## src/hdl/olc_pkg.sv

```systemverilog
// Shared types, register codes and constants of the occupancy light controller.
`timescale 1ns / 1ps

package olc_pkg;

  // Defaults for the top-level parameters
  localparam longint unsigned SAMPLE_PERIOD_US_DEF = 64'd500000;
  localparam longint unsigned MANUAL_HOLD_US_DEF   = 64'd300000000;
  localparam longint unsigned VACANT_HOLD_US_DEF   = 64'd600000000;
  localparam int              TIME_WIDTH_DEF       = 48;

  // Fixed field widths
  localparam int NOW_WIDTH       = 48;
  localparam int LEVEL_WIDTH     = 7;
  localparam int LUX_WIDTH       = 16;
  localparam int TEMP_WIDTH      = 14;
  localparam int RGB_WIDTH       = 24;
  localparam int CAP_WIDTH       = 5;
  localparam int DARK_WIDTH      = 8;
  localparam int CFG_INDEX_WIDTH = 3;
  localparam int CFG_DATA_WIDTH  = 24;

  // Command constants
  localparam logic [LEVEL_WIDTH-1:0] MAX_LEVEL        = 7'd100;
  localparam logic [LEVEL_WIDTH-1:0] NIGHT_MAIN_LEVEL = 7'd2;
  localparam logic [LEVEL_WIDTH-1:0] NIGHT_BACK_LEVEL = 7'd10;
  localparam logic [TEMP_WIDTH-1:0]  NIGHT_TEMP       = 14'd2700;
  localparam logic [RGB_WIDTH-1:0]   RED_RGB          = 24'hff0000;
  localparam logic [DARK_WIDTH-1:0]  DARK_MAX         = 8'hff;

  // Capability mask bits
  localparam int CAP_MAIN_COLOUR = 0;
  localparam int CAP_MAIN_TEMP   = 1;
  localparam int CAP_MAIN_LEVEL  = 2;
  localparam int CAP_BACK_COLOUR = 3;
  localparam int CAP_BACK_LEVEL  = 4;

  // Register reset values
  localparam logic [TEMP_WIDTH-1:0] MAIN_TEMP_RST  = 14'd4000;
  localparam logic [LUX_WIDTH-1:0]  LUX_THRESH_RST = 16'd150;
  localparam logic [DARK_WIDTH-1:0] DARK_LIMIT_RST = 8'd120;

  // Result buffer depth
  localparam int OUT_DEPTH     = 4;
  localparam int OUT_PTR_WIDTH = $clog2(OUT_DEPTH);
  localparam int OUT_CNT_WIDTH = $clog2(OUT_DEPTH + 1);

  typedef enum logic [CFG_INDEX_WIDTH-1:0] {
    REG_NIGHT_MODE       = 3'd0,
    REG_MAIN_TEMPERATURE = 3'd1,
    REG_BACK_COLOR       = 3'd2,
    REG_HAS_BACKLIGHT    = 3'd3,
    REG_CAPABILITY_MASK  = 3'd4,
    REG_LUX_THRESHOLD    = 3'd5,
    REG_DARK_COUNT_LIMIT = 3'd6
  } reg_index_t;

  typedef struct packed {
    logic                   night_mode;
    logic [TEMP_WIDTH-1:0]  main_temperature;
    logic [RGB_WIDTH-1:0]   back_color;
    logic                   has_backlight;
    logic [CAP_WIDTH-1:0]   capability_mask;
    logic [LUX_WIDTH-1:0]   lux_threshold;
    logic [DARK_WIDTH-1:0]  dark_count_limit;
  } cfg_t;

  typedef struct packed {
    logic [NOW_WIDTH-1:0]   now_us;
    logic                   lamp_on;
    logic                   lamp_on_valid;
    logic [LEVEL_WIDTH-1:0] lamp_level;
    logic                   lamp_level_valid;
    logic                   presence;
    logic                   presence_valid;
    logic [LUX_WIDTH-1:0]   ambient_lux;
    logic                   ambient_valid;
  } in_t;

  typedef struct packed {
    logic                   main_on_cmd;
    logic                   back_on_cmd;
    logic [LEVEL_WIDTH-1:0] main_level_cmd;
    logic                   main_level_write;
    logic [TEMP_WIDTH-1:0]  main_temp_cmd;
    logic                   main_temp_write;
    logic                   main_red_write;
    logic [RGB_WIDTH-1:0]   back_color_cmd;
    logic                   back_color_write;
    logic [LEVEL_WIDTH-1:0] back_level_cmd;
    logic                   back_level_write;
  } out_t;

endpackage

```

## src/hdl/occupancy_light_controller_unit.sv

```systemverilog
// Top level of the occupancy light controller.
//
//   channel  direction  handshake          beat payload
//   in       in         in_valid/in_stall  olc_pkg::in_t  (one poll)
//   out      out        out_valid/out_stall olc_pkg::out_t (lamp commands)
//   cfg      in         cfg_write          cfg_index, cfg_data
//
// One poll is accepted per cycle while in_stall is low; its commands, if any, pass
// through the poll register, then the result register, into a 4-entry buffer.
// The sample/expiry update of the controller state is combinational and feeds the state registers.
// in_stall rises only when the result buffer holds two beats or more.
// Reset (synchronous, active high) clears state, registers and the buffer.
`timescale 1ns / 1ps

module occupancy_light_controller_unit #(
  parameter longint unsigned SAMPLE_PERIOD_US = olc_pkg::SAMPLE_PERIOD_US_DEF,
  parameter longint unsigned MANUAL_HOLD_US   = olc_pkg::MANUAL_HOLD_US_DEF,
  parameter longint unsigned VACANT_HOLD_US   = olc_pkg::VACANT_HOLD_US_DEF,
  parameter int              TIME_WIDTH       = olc_pkg::TIME_WIDTH_DEF
) (
  input  logic                                clk,
  input  logic                                rst,
  input  logic                                in_valid,
  output logic                                in_stall,
  input  olc_pkg::in_t                        in_data,
  output logic                                out_valid,
  input  logic                                out_stall,
  output olc_pkg::out_t                       out_data,
  input  logic                                cfg_write,
  input  logic [olc_pkg::CFG_INDEX_WIDTH-1:0] cfg_index,
  input  logic [olc_pkg::CFG_DATA_WIDTH-1:0]  cfg_data
);

  olc_pkg::cfg_t cfg;
  logic          take;
  logic          result_valid;
  olc_pkg::out_t result;

  assign take = in_valid && !in_stall;

  olc_cfg_regs u_cfg (
    .clk       (clk),
    .rst       (rst),
    .cfg_write (cfg_write),
    .cfg_index (cfg_index),
    .cfg_data  (cfg_data),
    .cfg       (cfg)
  );

  olc_core #(
    .SAMPLE_PERIOD_US (SAMPLE_PERIOD_US),
    .MANUAL_HOLD_US   (MANUAL_HOLD_US),
    .VACANT_HOLD_US   (VACANT_HOLD_US),
    .TIME_WIDTH       (TIME_WIDTH)
  ) u_core (
    .clk          (clk),
    .rst          (rst),
    .take         (take),
    .item         (in_data),
    .cfg          (cfg),
    .result_valid (result_valid),
    .result       (result)
  );

  olc_out_fifo u_fifo (
    .clk         (clk),
    .rst         (rst),
    .push        (result_valid),
    .push_data   (result),
    .out_stall   (out_stall),
    .out_valid   (out_valid),
    .out_data    (out_data),
    .almost_full (in_stall)
  );

endmodule

```

## src/hdl/olc_cfg_regs.sv

```systemverilog
// Configuration register file of the occupancy light controller.
`timescale 1ns / 1ps

module olc_cfg_regs (
  input  logic                                clk,
  input  logic                                rst,
  input  logic                                cfg_write,
  input  logic [olc_pkg::CFG_INDEX_WIDTH-1:0] cfg_index,
  input  logic [olc_pkg::CFG_DATA_WIDTH-1:0]  cfg_data,
  output olc_pkg::cfg_t                       cfg
);

  always_ff @(posedge clk) begin
    if (rst) begin
      cfg.night_mode       <= 1'b0;
      cfg.main_temperature <= olc_pkg::MAIN_TEMP_RST;
      cfg.back_color       <= '0;
      cfg.has_backlight    <= 1'b0;
      cfg.capability_mask  <= '0;
      cfg.lux_threshold    <= olc_pkg::LUX_THRESH_RST;
      cfg.dark_count_limit <= olc_pkg::DARK_LIMIT_RST;
    end else if (cfg_write) begin
      unique case (cfg_index)
        olc_pkg::REG_NIGHT_MODE:       cfg.night_mode       <= cfg_data[0];
        olc_pkg::REG_MAIN_TEMPERATURE:
          cfg.main_temperature <= cfg_data[olc_pkg::TEMP_WIDTH-1:0];
        olc_pkg::REG_BACK_COLOR:
          cfg.back_color       <= cfg_data[olc_pkg::RGB_WIDTH-1:0];
        olc_pkg::REG_HAS_BACKLIGHT:    cfg.has_backlight    <= cfg_data[0];
        olc_pkg::REG_CAPABILITY_MASK:
          cfg.capability_mask  <= cfg_data[olc_pkg::CAP_WIDTH-1:0];
        olc_pkg::REG_LUX_THRESHOLD:
          cfg.lux_threshold    <= cfg_data[olc_pkg::LUX_WIDTH-1:0];
        olc_pkg::REG_DARK_COUNT_LIMIT:
          cfg.dark_count_limit <= cfg_data[olc_pkg::DARK_WIDTH-1:0];
        default: ;  // unused index: drop the write
      endcase
    end
  end

endmodule

```

## src/hdl/olc_core.sv

```systemverilog
// Poll register, controller state and lamp command logic.
`timescale 1ns / 1ps

module olc_core #(
  parameter longint unsigned SAMPLE_PERIOD_US = olc_pkg::SAMPLE_PERIOD_US_DEF,
  parameter longint unsigned MANUAL_HOLD_US   = olc_pkg::MANUAL_HOLD_US_DEF,
  parameter longint unsigned VACANT_HOLD_US   = olc_pkg::VACANT_HOLD_US_DEF,
  parameter int              TIME_WIDTH       = olc_pkg::TIME_WIDTH_DEF
) (
  input  logic          clk,
  input  logic          rst,
  input  logic          take,
  input  olc_pkg::in_t  item,
  input  olc_pkg::cfg_t cfg,
  output logic          result_valid,
  output olc_pkg::out_t result
);

  // Poll register
  logic         item_valid;
  olc_pkg::in_t item_q;

  // Controller state
  logic [TIME_WIDTH-1:0]              last_sample_time, last_sample_time_next;
  logic [TIME_WIDTH-1:0]              last_presence_time, last_presence_time_next;
  logic [TIME_WIDTH-1:0]              last_manual_time, last_manual_time_next;
  logic [olc_pkg::DARK_WIDTH-1:0]     dark_count, dark_count_next;
  logic                               manual_active, manual_active_next;
  logic                               light_enabled, light_enabled_next;
  logic [olc_pkg::LEVEL_WIDTH-1:0]    stored_level, stored_level_next;

  logic [TIME_WIDTH-1:0]              now;
  logic [TIME_WIDTH-1:0]              sample_diff, manual_diff, vacant_diff;
  logic                               sample_due, manual_expired, vacant_expired;
  logic [olc_pkg::LEVEL_WIDTH-1:0]    level_sat;
  logic                               changed;
  olc_pkg::out_t                      cmd;

  always_ff @(posedge clk) begin
    if (rst) begin
      item_valid <= 1'b0;
    end else begin
      item_valid <= take;
    end
    if (take) begin
      item_q <= item;
    end
  end

  assign now       = TIME_WIDTH'(item_q.now_us);
  assign level_sat = (item_q.lamp_level > olc_pkg::MAX_LEVEL) ? olc_pkg::MAX_LEVEL
                                                             : item_q.lamp_level;

  // Sample deadline: time running backwards never passes it
  assign sample_diff = now - last_sample_time;
  assign sample_due  = (now > last_sample_time) && (64'(sample_diff) > SAMPLE_PERIOD_US);

  // Expiry checks use the times as they stand after this poll's sample
  assign manual_diff    = now - last_manual_time_next;
  assign vacant_diff    = now - last_presence_time_next;
  assign manual_expired = (now > last_manual_time_next) &&
                          (64'(manual_diff) > MANUAL_HOLD_US);
  assign vacant_expired = (now > last_presence_time_next) &&
                          (64'(vacant_diff) > VACANT_HOLD_US);

  always_comb begin
    last_sample_time_next   = last_sample_time;
    last_presence_time_next = last_presence_time;
    last_manual_time_next   = last_manual_time;
    dark_count_next         = dark_count;
    manual_active_next      = manual_active;
    light_enabled_next      = light_enabled;
    stored_level_next       = stored_level;
    changed                 = 1'b0;

    if (sample_due) begin
      // Manual switching of the lamp starts manual mode
      if (item_q.lamp_on_valid && (light_enabled != item_q.lamp_on)) begin
        light_enabled_next    = item_q.lamp_on;
        manual_active_next    = 1'b1;
        last_manual_time_next = now;
        changed               = 1'b1;
      end
      if (!cfg.night_mode && item_q.lamp_level_valid && (stored_level != level_sat)) begin
        stored_level_next = level_sat;
        changed           = 1'b1;
      end
      if (item_q.presence_valid && item_q.presence) begin
        last_presence_time_next = now;
      end
      if (item_q.ambient_valid && (item_q.ambient_lux < cfg.lux_threshold)) begin
        if (dark_count != olc_pkg::DARK_MAX) begin
          dark_count_next = dark_count + 8'd1;
        end
      end else begin
        dark_count_next = '0;
      end
      if (!manual_active_next && item_q.presence_valid) begin
        if (item_q.presence && (dark_count_next > cfg.dark_count_limit)) begin
          if (!light_enabled_next) begin
            light_enabled_next = 1'b1;
            manual_active_next = 1'b0;
            changed            = 1'b1;
          end
        end else if (!item_q.presence) begin
          if (light_enabled_next) begin
            light_enabled_next = 1'b0;
            manual_active_next = 1'b0;
            changed            = 1'b1;
          end
        end
      end
      last_sample_time_next = now;
    end

    if (manual_active_next && ((light_enabled_next && manual_expired) ||
                               (!light_enabled_next && vacant_expired))) begin
      manual_active_next = 1'b0;
    end
  end

  // Lamp commands from the final state; unwritten fields stay zero
  always_comb begin
    cmd = '0;
    if (cfg.night_mode) begin
      if (cfg.has_backlight) begin
        if (cfg.capability_mask[olc_pkg::CAP_BACK_COLOUR]) begin
          cmd.back_color_cmd   = olc_pkg::RED_RGB;
          cmd.back_color_write = 1'b1;
        end
        if (cfg.capability_mask[olc_pkg::CAP_BACK_LEVEL]) begin
          cmd.back_level_cmd   = olc_pkg::NIGHT_BACK_LEVEL;
          cmd.back_level_write = 1'b1;
        end
      end else begin
        cmd.main_red_write = cfg.capability_mask[olc_pkg::CAP_MAIN_COLOUR];
        if (cfg.capability_mask[olc_pkg::CAP_MAIN_TEMP]) begin
          cmd.main_temp_cmd   = olc_pkg::NIGHT_TEMP;
          cmd.main_temp_write = 1'b1;
        end
        if (cfg.capability_mask[olc_pkg::CAP_MAIN_LEVEL]) begin
          cmd.main_level_cmd   = olc_pkg::NIGHT_MAIN_LEVEL;
          cmd.main_level_write = 1'b1;
        end
      end
    end else begin
      if (cfg.capability_mask[olc_pkg::CAP_MAIN_TEMP]) begin
        cmd.main_temp_cmd   = cfg.main_temperature;
        cmd.main_temp_write = 1'b1;
      end
      if (cfg.capability_mask[olc_pkg::CAP_MAIN_LEVEL]) begin
        cmd.main_level_cmd   = stored_level_next;
        cmd.main_level_write = 1'b1;
      end
      if (cfg.has_backlight) begin
        if (cfg.capability_mask[olc_pkg::CAP_BACK_COLOUR]) begin
          cmd.back_color_cmd   = cfg.back_color;
          cmd.back_color_write = 1'b1;
        end
        if (cfg.capability_mask[olc_pkg::CAP_BACK_LEVEL]) begin
          cmd.back_level_cmd   = stored_level_next;
          cmd.back_level_write = 1'b1;
        end
      end
    end
    if (cfg.has_backlight) begin
      cmd.main_on_cmd = !cfg.night_mode && light_enabled_next;
      cmd.back_on_cmd = light_enabled_next;
    end else begin
      cmd.main_on_cmd = light_enabled_next;
      cmd.back_on_cmd = 1'b0;
    end
  end

  always_ff @(posedge clk) begin
    if (rst) begin
      last_sample_time   <= '0;
      last_presence_time <= '0;
      last_manual_time   <= '0;
      dark_count         <= '0;
      manual_active      <= 1'b0;
      light_enabled      <= 1'b0;
      stored_level       <= '0;
      result_valid       <= 1'b0;
    end else begin
      result_valid <= item_valid && changed;
      if (item_valid) begin
        last_sample_time   <= last_sample_time_next;
        last_presence_time <= last_presence_time_next;
        last_manual_time   <= last_manual_time_next;
        dark_count         <= dark_count_next;
        manual_active      <= manual_active_next;
        light_enabled      <= light_enabled_next;
        stored_level       <= stored_level_next;
      end
    end
    if (item_valid && changed) begin
      result <= cmd;
    end
  end

endmodule

```

## src/hdl/olc_out_fifo.sv

```systemverilog
// Result buffer of the occupancy light controller.
`timescale 1ns / 1ps

module olc_out_fifo (
  input  logic          clk,
  input  logic          rst,
  input  logic          push,
  input  olc_pkg::out_t push_data,
  input  logic          out_stall,
  output logic          out_valid,
  output olc_pkg::out_t out_data,
  output logic          almost_full
);

  olc_pkg::out_t                        mem [olc_pkg::OUT_DEPTH];
  logic [olc_pkg::OUT_PTR_WIDTH-1:0]    wr_ptr;
  logic [olc_pkg::OUT_PTR_WIDTH-1:0]    rd_ptr;
  logic [olc_pkg::OUT_CNT_WIDTH-1:0]    count, count_next;
  logic                                 pop;

  assign out_valid = (count != '0);
  assign out_data  = mem[rd_ptr];
  assign pop       = out_valid && !out_stall;

  // Two beats may still be on their way from the poll register and core,
  // and a third is taken at the same edge: keep room for all three
  assign almost_full = (count >= olc_pkg::OUT_CNT_WIDTH'(olc_pkg::OUT_DEPTH - 2));

  always_comb begin
    count_next = count;
    if (push && !pop) begin
      count_next = count + 1'b1;
    end else if (pop && !push) begin
      count_next = count - 1'b1;
    end
  end

  always_ff @(posedge clk) begin
    if (rst) begin
      wr_ptr <= '0;
      rd_ptr <= '0;
      count  <= '0;
    end else begin
      count <= count_next;
      if (push) begin
        wr_ptr <= wr_ptr + 1'b1;
      end
      if (pop) begin
        rd_ptr <= rd_ptr + 1'b1;
      end
    end
    if (push) begin
      mem[wr_ptr] <= push_data;
    end
  end

endmodule

```

## config.mk

```make
export PLATFORM = sky130hd
export DESIGN_NAME = occupancy_light_controller_unit
export DESIGN_NICKNAME = d
export VERILOG_FILES = /design/src/hdl/olc_pkg.sv /design/src/hdl/occupancy_light_controller_unit.sv /design/src/hdl/olc_cfg_regs.sv /design/src/hdl/olc_core.sv /design/src/hdl/olc_out_fifo.sv
export SDC_FILE = /design/constraint.sdc
export NUM_CORES = 1
export LEC_CHECK = 0
export ABC_AREA = 1
export BUFFER_PORTS_ARGS = -buffer_cell sky130_fd_sc_hd__clkbuf_2
export CAP_MARGIN = 10
export CORE_UTILIZATION = 45
export DETAILED_ROUTE_END_ITERATION = 10
export PLACE_DENSITY = 0.69
export SETUP_SLACK_MARGIN = 0.4
export SYNTH_ARGS = -nofsm -noshare
export SYNTH_HDL_FRONTEND = slang
export SYNTH_SLANG_ARGS = --single-unit
```

## constraint.sdc

```tcl
create_clock -name clk -period 7.55 [get_ports clk]
set_clock_uncertainty 0.15 [all_clocks]
set_input_delay 1.51 -clock clk [delete_from_list [all_inputs] [get_ports clk]]
set_output_delay 1.51 -clock clk [all_outputs]
set_load 0.005 [all_outputs]
```

==> impl_metrics.csv, run 1 <==
group,metric,value,unit
timing,setup_tns,0,ns
global_route,grtUsageMet2,0.443,
timing,period_minus_slack,6.62,ns
worst_setup_path,worstSetupPathType,"reg -> reg",
finish,areaGrowthSynthToFinish,13.9,%
timing,slew_headroom,0.189,
routing,drc,0,
synthesis,ys_seq_area_frac,0.455,
worst_setup_path,worstPathArrival,6.97,ns
die,core,77300,um2
run,cap_violations,0,
place,place.port_buffers,169,
synthesis,synth_top_area_cell,"edfxtp_1",
clock_tree,cts_tree,"built",
timing,hold_violations,0,
die,start_util,0.454,
die,rows,102,
timing,rsz0062_at_grt,"no",
clock_tree,clk_pin_slew,0.07,ns
worst_setup_path,critPathRequiredTime,7.90,ns
global_route,top_usage_layer,"met2",
global_route,grt_usage,0.256,
place,placed_cell_area,37300,um2
finish,postLayoutCoreUtil,0.517,
finish,nets,4968,
timing,setup_violations,0,
synthesis,synth-seq-cells,613,
synthesis,synth-edff-count,372,
worst_setup_path,slowest_delay,0.46,ns
synthesis,synth_area,35100,um2
global_route,grt_overflow,0,
clock_tree,cts_buffers,68,
synthesis,ys_types,56,
worst_setup_path,crit_path_frequent_cell,"nand2_1",
global_route,antenna_found_initial,5,
place,dpl.hpwl,76100,um
pwr,leakagePower,17.2,nW
timing,drv_slew,0,
finish,fin_area,40000,um2
global_route,grt_pass1_vias,28500,
worst_setup_path,setup.worst_path.end_class,"flip-flop",
pwr,peakVddDrop,274,uV
pwr,pwr_density_cell,381,nW/um2
clock_tree,clk_latency,0.65,ns
routing,wl_per_cell,17.9,um
clock_tree,clock-sinks,613,
routing,drt_iter0_markers,2257,
synthesis,synth_top_area_share,0.318,
global_route,grt_max_degree,194,
global_route,grt_pass1_wl,158000,um
timing,tightest_slew,1.22,ns
synthesis,synth_area_per_cell,7.81,um2
routing,vias,30600,
worst_setup_path,critPathSlowestCell,"edfxtp_1",
place,place.gp.congestion,0.991,
synthesis,async_flop_share,0,
die,die_h,281,um
die,pin_count,170,
synthesis,synth_area_leaders,"edfxtp_1 32%, dfxtp_1 14%, nand2_1 9.7%",
routing,wl,104000,um
synthesis,synth_fp_nets,4773,
clock_tree,clock-root-buffer,"clkbuf_16",
clock_tree,clk_path_buf_depth,3,
routing,drtPass1Iterations,5,
global_route,met1_usage,0.313,
die,dieArea,79200,um2
global_route,met3_usage,0.0351,
finish,drive_gt1_frac,0.103,
worst_setup_path,cp_max_fo,7,
status,run_status,"finished, final reports clean",
synthesis,ys.flop_type,"edfxtp_1",
synthesis,ys_warn_count,0,
synthesis,synth_cells,4495,
worst_hold_path,hold_class,"reg -> reg",
routing,ant_nets,0,
routing,via_per_inst,5.28,
die,die_w,281,um
clock_tree,h-tree-depth,3,
timing,fmax,151,MHz
timing,period_share,0.877,
worst_setup_path,cp-start-kind,"flip-flop",
==> synth_stat cells, types with 31 or more instances <==
cell / number
nand2_1: 912
xor2_1: 34
a21oi_1: 363
nand4_1: 49
nand3b_1: 31
dfxtp_1: 241
nor3_1: 37
o22ai_1: 59
nand3_1: 187
nor2_1: 530
inv_1: 646
mux2i_1: 34
nand2_2: 34
o21ai_0: 452
ha_1: 165
clkbuf_1: 122
edfxtp_1: 372
==> metrics by stage <==
step	hold slack [ns]	instances	setup slack, ns	power, mW
2_1_floorplan	0.274	4495	1.35	9.48
3_3_place_gp	0.289	5637	0.624	11.6
3_5_place_dp	0.294	5637	0.615	11.6
4_1_cts	0.303	5763	0.618	15.1
5_1_grt	0.316	5786	0.377	16.4
6_report	0.300	5788	0.925	15.3
==> cells in the final DEF (no fill, tap or decap), types with 9 or more instances in the layout <==
cell       instances
nand2_1          911
edfxtp_1         372
nand3_2           17
o21ai_0          446
clkbuf_1          17
nand3b_1          31
buf_4             75
a21oi_1          359
o21ai_1            9
o22ai_1           59
o211ai_1          24
clkinv_2          12
inv_2             11
o21bai_1          12
inv_1            640
a31oi_1           16
nor3_1            36
nand2_2           35
ha_1             163
xor2_1            34
dfxtp_1          238
a21o_1            10
nand3_1          185
a211oi_1          13
clkbuf_16         69
nand4_1           49
nor2_2            15
a21oi_2           19
nor2_1           521
mux2i_1           34
o21a_1            15
xnor2_1           14
clkbuf_2         169
==> worst max-delay path: cells and delay by family (launching register included) <==
kind | cells | cell delay [ns]
AO/OA/AOI/OAI | 2 | 0.16
adder cells (fa/ha/maj) | 2 | 0.82
AND/OR/NAND/NOR | 38 | 3.87
flip-flops | 1 | 0.46
buffers and inverters | 8 | 1.06
==> registers in the layout, indices dropped and copies added, names as in the netlist, 2 cells and up, named ones only <==
register                   flops
u_cfg.cfg                     69
u_core.dark_count              8
u_core.item_q                 29
u_core.last_manual_time       48
u_core.last_presence_time     48
u_core.last_sample_time       48
u_core.now                    48
u_core.result                 59
u_core.stored_level            7
u_fifo.count                   3
u_fifo.mem                   236
u_fifo.rd_ptr                  2
u_fifo.wr_ptr                  2
==> repair_timing <==
action | CTS | global route
hold buffers | 0 | 0
resized for setup | 0 | 41
endpoints found under the setup margin | 0 | 1
setup buffers | 0 | 19
==> area by class of cell <==
| class | instances | area [um2] |
|---|---|---|
| Fill cell | 7372 | 37400 |
| Multi-Input combinational cell | 3102 | 16300 |
| Sequential cell | 613 | 16000 |
| Inverter | 655 | 2460 |
| Clock buffer | 89 | 1810 |
| Timing Repair Buffer | 250 | 1530 |
| Tap cell | 1040 | 1300 |
| Clock inverter | 37 | 544 |
| Antenna cell | 2 | 5.00 |
==> final timing paths <==
check / slack (ns) / endpoint / from / cells after the start
setup / recovery: 0.93 / u_core.manual_active / u_core.now[1] / 50
hold reg to reg: 0.30 / u_core.last_manual_time[39] / u_core.last_manual_time[39] / 2
setup reg to reg: 0.93 / u_core.manual_active / u_core.now[1] / 50
hold / removal: 0.30 / u_core.last_manual_time[39] / u_core.last_manual_time[39] / 2
==> layer usage <==
metal / routed length (um) / part of all wire / vias to the layer above
met1: 43500 / 0.42 / 14100
met2: 49500 / 0.48 / 876
met5: 80 / 0.00077 / -
met4: 5060 / 0.049 / 6
li1: - / - / 15400
met3: 5460 / 0.053 / 208
==> where the power goes <==
part	internal, mW	switching, mW	leakage [nW]	total, mW
clock network	2.01	1.43	1.13	3.45
logic	2.49	5.05	10.7	7.54
registers	4.00	0.264	5.38	4.26
==> logic make-up (layout without fill, tap and decap cells) <==
| family | after synthesis | count (layout) | synth area share |
|---|---|---|---|
| xor gates and xnor gates | 48 | 48 | 0.0120 |
| buffers and inverters | 783 | 1031 | 0.0845 |
| other | 0 | 2 | 0 |
| and+or+nand+nor | 1831 | 1834 | 0.219 |
| DFF | 613 | 613 | 0.455 |
| AOI/OAI and AO/OA | 1017 | 1017 | 0.158 |
| adders and majority gates | 169 | 169 | 0.0611 |
| muxes | 34 | 34 | 0.00969 |
Note: power is estimated with default switching activity, not from simulation.
==> run 2, diff against run 1 <==
Settings changed: CORE_MARGIN set to 10.
Clock period 7.55 ns to 8.5 ns, I/O delays scaled along.
==> run 2 against run 1 <==
Net effect:
- sequential power is 11% lower
- final cell count is 0.76% lower
- worst hold slack gained 0.0011 ns
- critical path depth down 8
- combinational power shrank 14%
- count of clock-buffer cells in the layout down 1
- worst setup slack improved by 0.28 ns
- utilization fell by 0.88 points
==> impl_metrics.csv, run 2 (same netlist as run 1, synthesis figures left out) <==
group,metric,value,unit
worst_setup_path,crit_path_frequent_cell,"nand2_1",
routing,vias,30300,
die,pin_count,170,
routing,ant_nets,0,
finish,mostFrequentLayoutCells,"912 x nand2_1, 640 x inv_1, 528 x nor2_1, 452 x o21ai_0, 372 x edfxtp_1",
worst_setup_path,critPathRequiredTime,8.89,ns
clock_tree,clk_latency,0.64,ns
finish,fin_area,39400,um2
run,cap_violations,0,
routing,wl,101000,um
timing,slew_headroom,0.245,
routing,drtPass1Iterations,6,
worst_setup_path,critPathBufInv,5,
die,die_w,299,um
timing,rsz0062_at_grt,"no",
worst_hold_path,hold_class,"reg -> reg",
global_route,top_usage_layer,"met2",
pwr,leakagePower,16.9,nW
worst_setup_path,slowest_delay,0.57,ns
clock_tree,h-tree-depth,3,
place,placed_cell_area,37100,um2
finish,largest_register,"u_fifo.mem",
place,place.gp.congestion,0.993,
global_route,grt_pass1_wl,157000,um
die,rows,102,
routing,drt_iter0_markers,2149,
die,core,77500,um2
place,place.port_buffers,169,
worst_setup_path,worstPathArrival,7.69,ns
global_route,grt_usage,0.219,
timing,fmax,137,MHz
timing,period_minus_slack,7.30,ns
global_route,grt_pass1_vias,28500,
finish,largest_reg_flops,236,
routing,via_per_inst,5.28,
die,dieArea,89600,um2
worst_hold_path,min_delay_path_depth,2,
global_route,met3_usage,0.0293,
clock_tree,clock-sinks,613,
finish,top_regs,"u_fifo.mem (236), u_cfg.cfg (69), u_core.result (59)",
worst_setup_path,cp_max_fo,91,
clock_tree,cts_tree,"built",
worst_setup_path,r2r_setup_slack,1.20,ns
pwr,p_comb_frac,0.490,
clock_tree,clk_path_buf_depth,3,
global_route,grt_max_degree,135,
global_route,grt_overflow,0,
pwr,pwr-share-seq,0.289,
worst_setup_path,worstSetupPathType,"reg -> reg",
routing,wl_per_cell,17.6,um
timing,drv_slew,0,
clock_tree,clock-root-buffer,"clkbuf_16",
worst_setup_path,cp-start-kind,"flip-flop",
clock_tree,ctsResizeCount,0,
clock_tree,post_cts_buffers,0,
worst_setup_path,critical_path.top_delay_family,"simple AND/OR/NAND/NOR gates",
finish,nets,4926,
clock_tree,clk_pin_slew,0.06,ns
global_route,antenna_found_initial,4,
pwr,peakVddDrop,227,uV
timing,setup_violations,0,
place,dp_cells,5617,
routing,drc,0,
status,run_status,"finished, final reports clean",
global_route,met1_usage,0.277,
timing,period_share,0.858,
worst_setup_path,setup.worst_path.end_class,"flip-flop",
pwr,p_int,7.31,mW
place,dpl.hpwl,75400,um
finish,areaGrowthSynthToFinish,12.1,%
die,die_h,299,um
finish,drive_gt1_frac,0.0904,
worst_setup_path,critPathSlowestCell,"edfxtp_1",
pwr,p_clk_frac,0.221,
timing,tightest_slew,1.12,ns
worst_setup_path,worst-path-stages,42,
clock_tree,cts_buffers,68,
finish,final_cells,5744,
timing,hold_violations,0,
timing,setup_tns,0,ns
pwr,p_sw_frac,0.446,
clock_tree,hold_buffers,0,
die,start_util,0.453,
pwr,pwr_density_cell,335,nW/um2
global_route,grtUsageMet2,0.374,
pwr,p_sw,5.89,mW
worst_setup_path,reg2reg_depth,42,
finish,layout_commonest_cell,"nand2_1",
==> run 2: cell count changes in the layout (fill, tap and decap cells not counted), moves of 3 or more <==
| cell | change |
|---|---|
| a21oi_2 | -4 |
| a21oi_1 | +4 |
| nor2_2 | -4 |
| nand3_2 | -3 |
| nor2_1 | +7 |
| buf_4 | -35 |
| o21ai_1 | -3 |
| nor2_4 | -3 |
| o21ai_0 | +6 |
| clkinv_2 | +3 |
| o21ai_2 | -3 |
| bufinv_16 | -5 |
==> run 2: layer usage <==
metal  up-vias  share of wire
met3       183          0.056
met4         2          0.039
met2       836           0.47
met5         -        0.00012
met1     14000           0.43
li1      15300              -
==> run 2: worst paths after layout <==
path / from / to
max: u_core.now[4] / u_core.manual_active
min: u_cfg.cfg[30] / u_cfg.cfg[30]
max reg2reg: u_core.now[4] / u_core.manual_active
min reg2reg: u_cfg.cfg[30] / u_cfg.cfg[30]
==> run 2: worst reg2reg max path: cells and delay by family, from the launching register on <==
family | cells | cell delay (ns)
XOR/XNOR | 1 | 0.17
buffers and inverters | 5 | 0.78
AO/OA/AOI/OAI | 7 | 1.02
AND/OR/NAND/NOR | 27 | 3.71
flip-flops | 1 | 0.57
adder cells (fa/ha/maj) | 2 | 0.83
==> run 2: power groups by stage <==
stage | logic, mW | registers [mW] | clock network [mW]
after detailed placement | 6.38 | 3.87 | 0
after global routing | 7.31 | 3.85 | 3.08
after CTS | 6.42 | 3.81 | 2.97
after floorplan | 4.64 | 3.78 | 0
after global placement | 6.36 | 3.86 | 0
final | 6.47 | 3.81 | 2.91
==> run 2: per-stage QoR <==
step | worst slack (ns) | hold WS, ns | power [mW] | utilization
5_1_grt | 0.404 | 0.315 | 14.2 | 0.508
2_1_floorplan | 2.30 | 0.274 | 8.42 | -
4_1_cts | 1.11 | 0.304 | 13.2 | 0.508
3_3_place_gp | 1.15 | 0.289 | 10.2 | 0.479
3_5_place_dp | 1.17 | 0.295 | 10.3 | 0.479
6_report | 1.20 | 0.301 | 13.2 | 0.508
==> run 2: area by class of cell <==
type	instances	area, um2
clock buffer	88	1830
clock inverter	36	417
timing repair buffer	210	1160
multi-input combinational	3100	16200
tap	1040	1300
fill	7417	38100
inverter	655	2470
sequential	613	16000
antenna	2	5.00
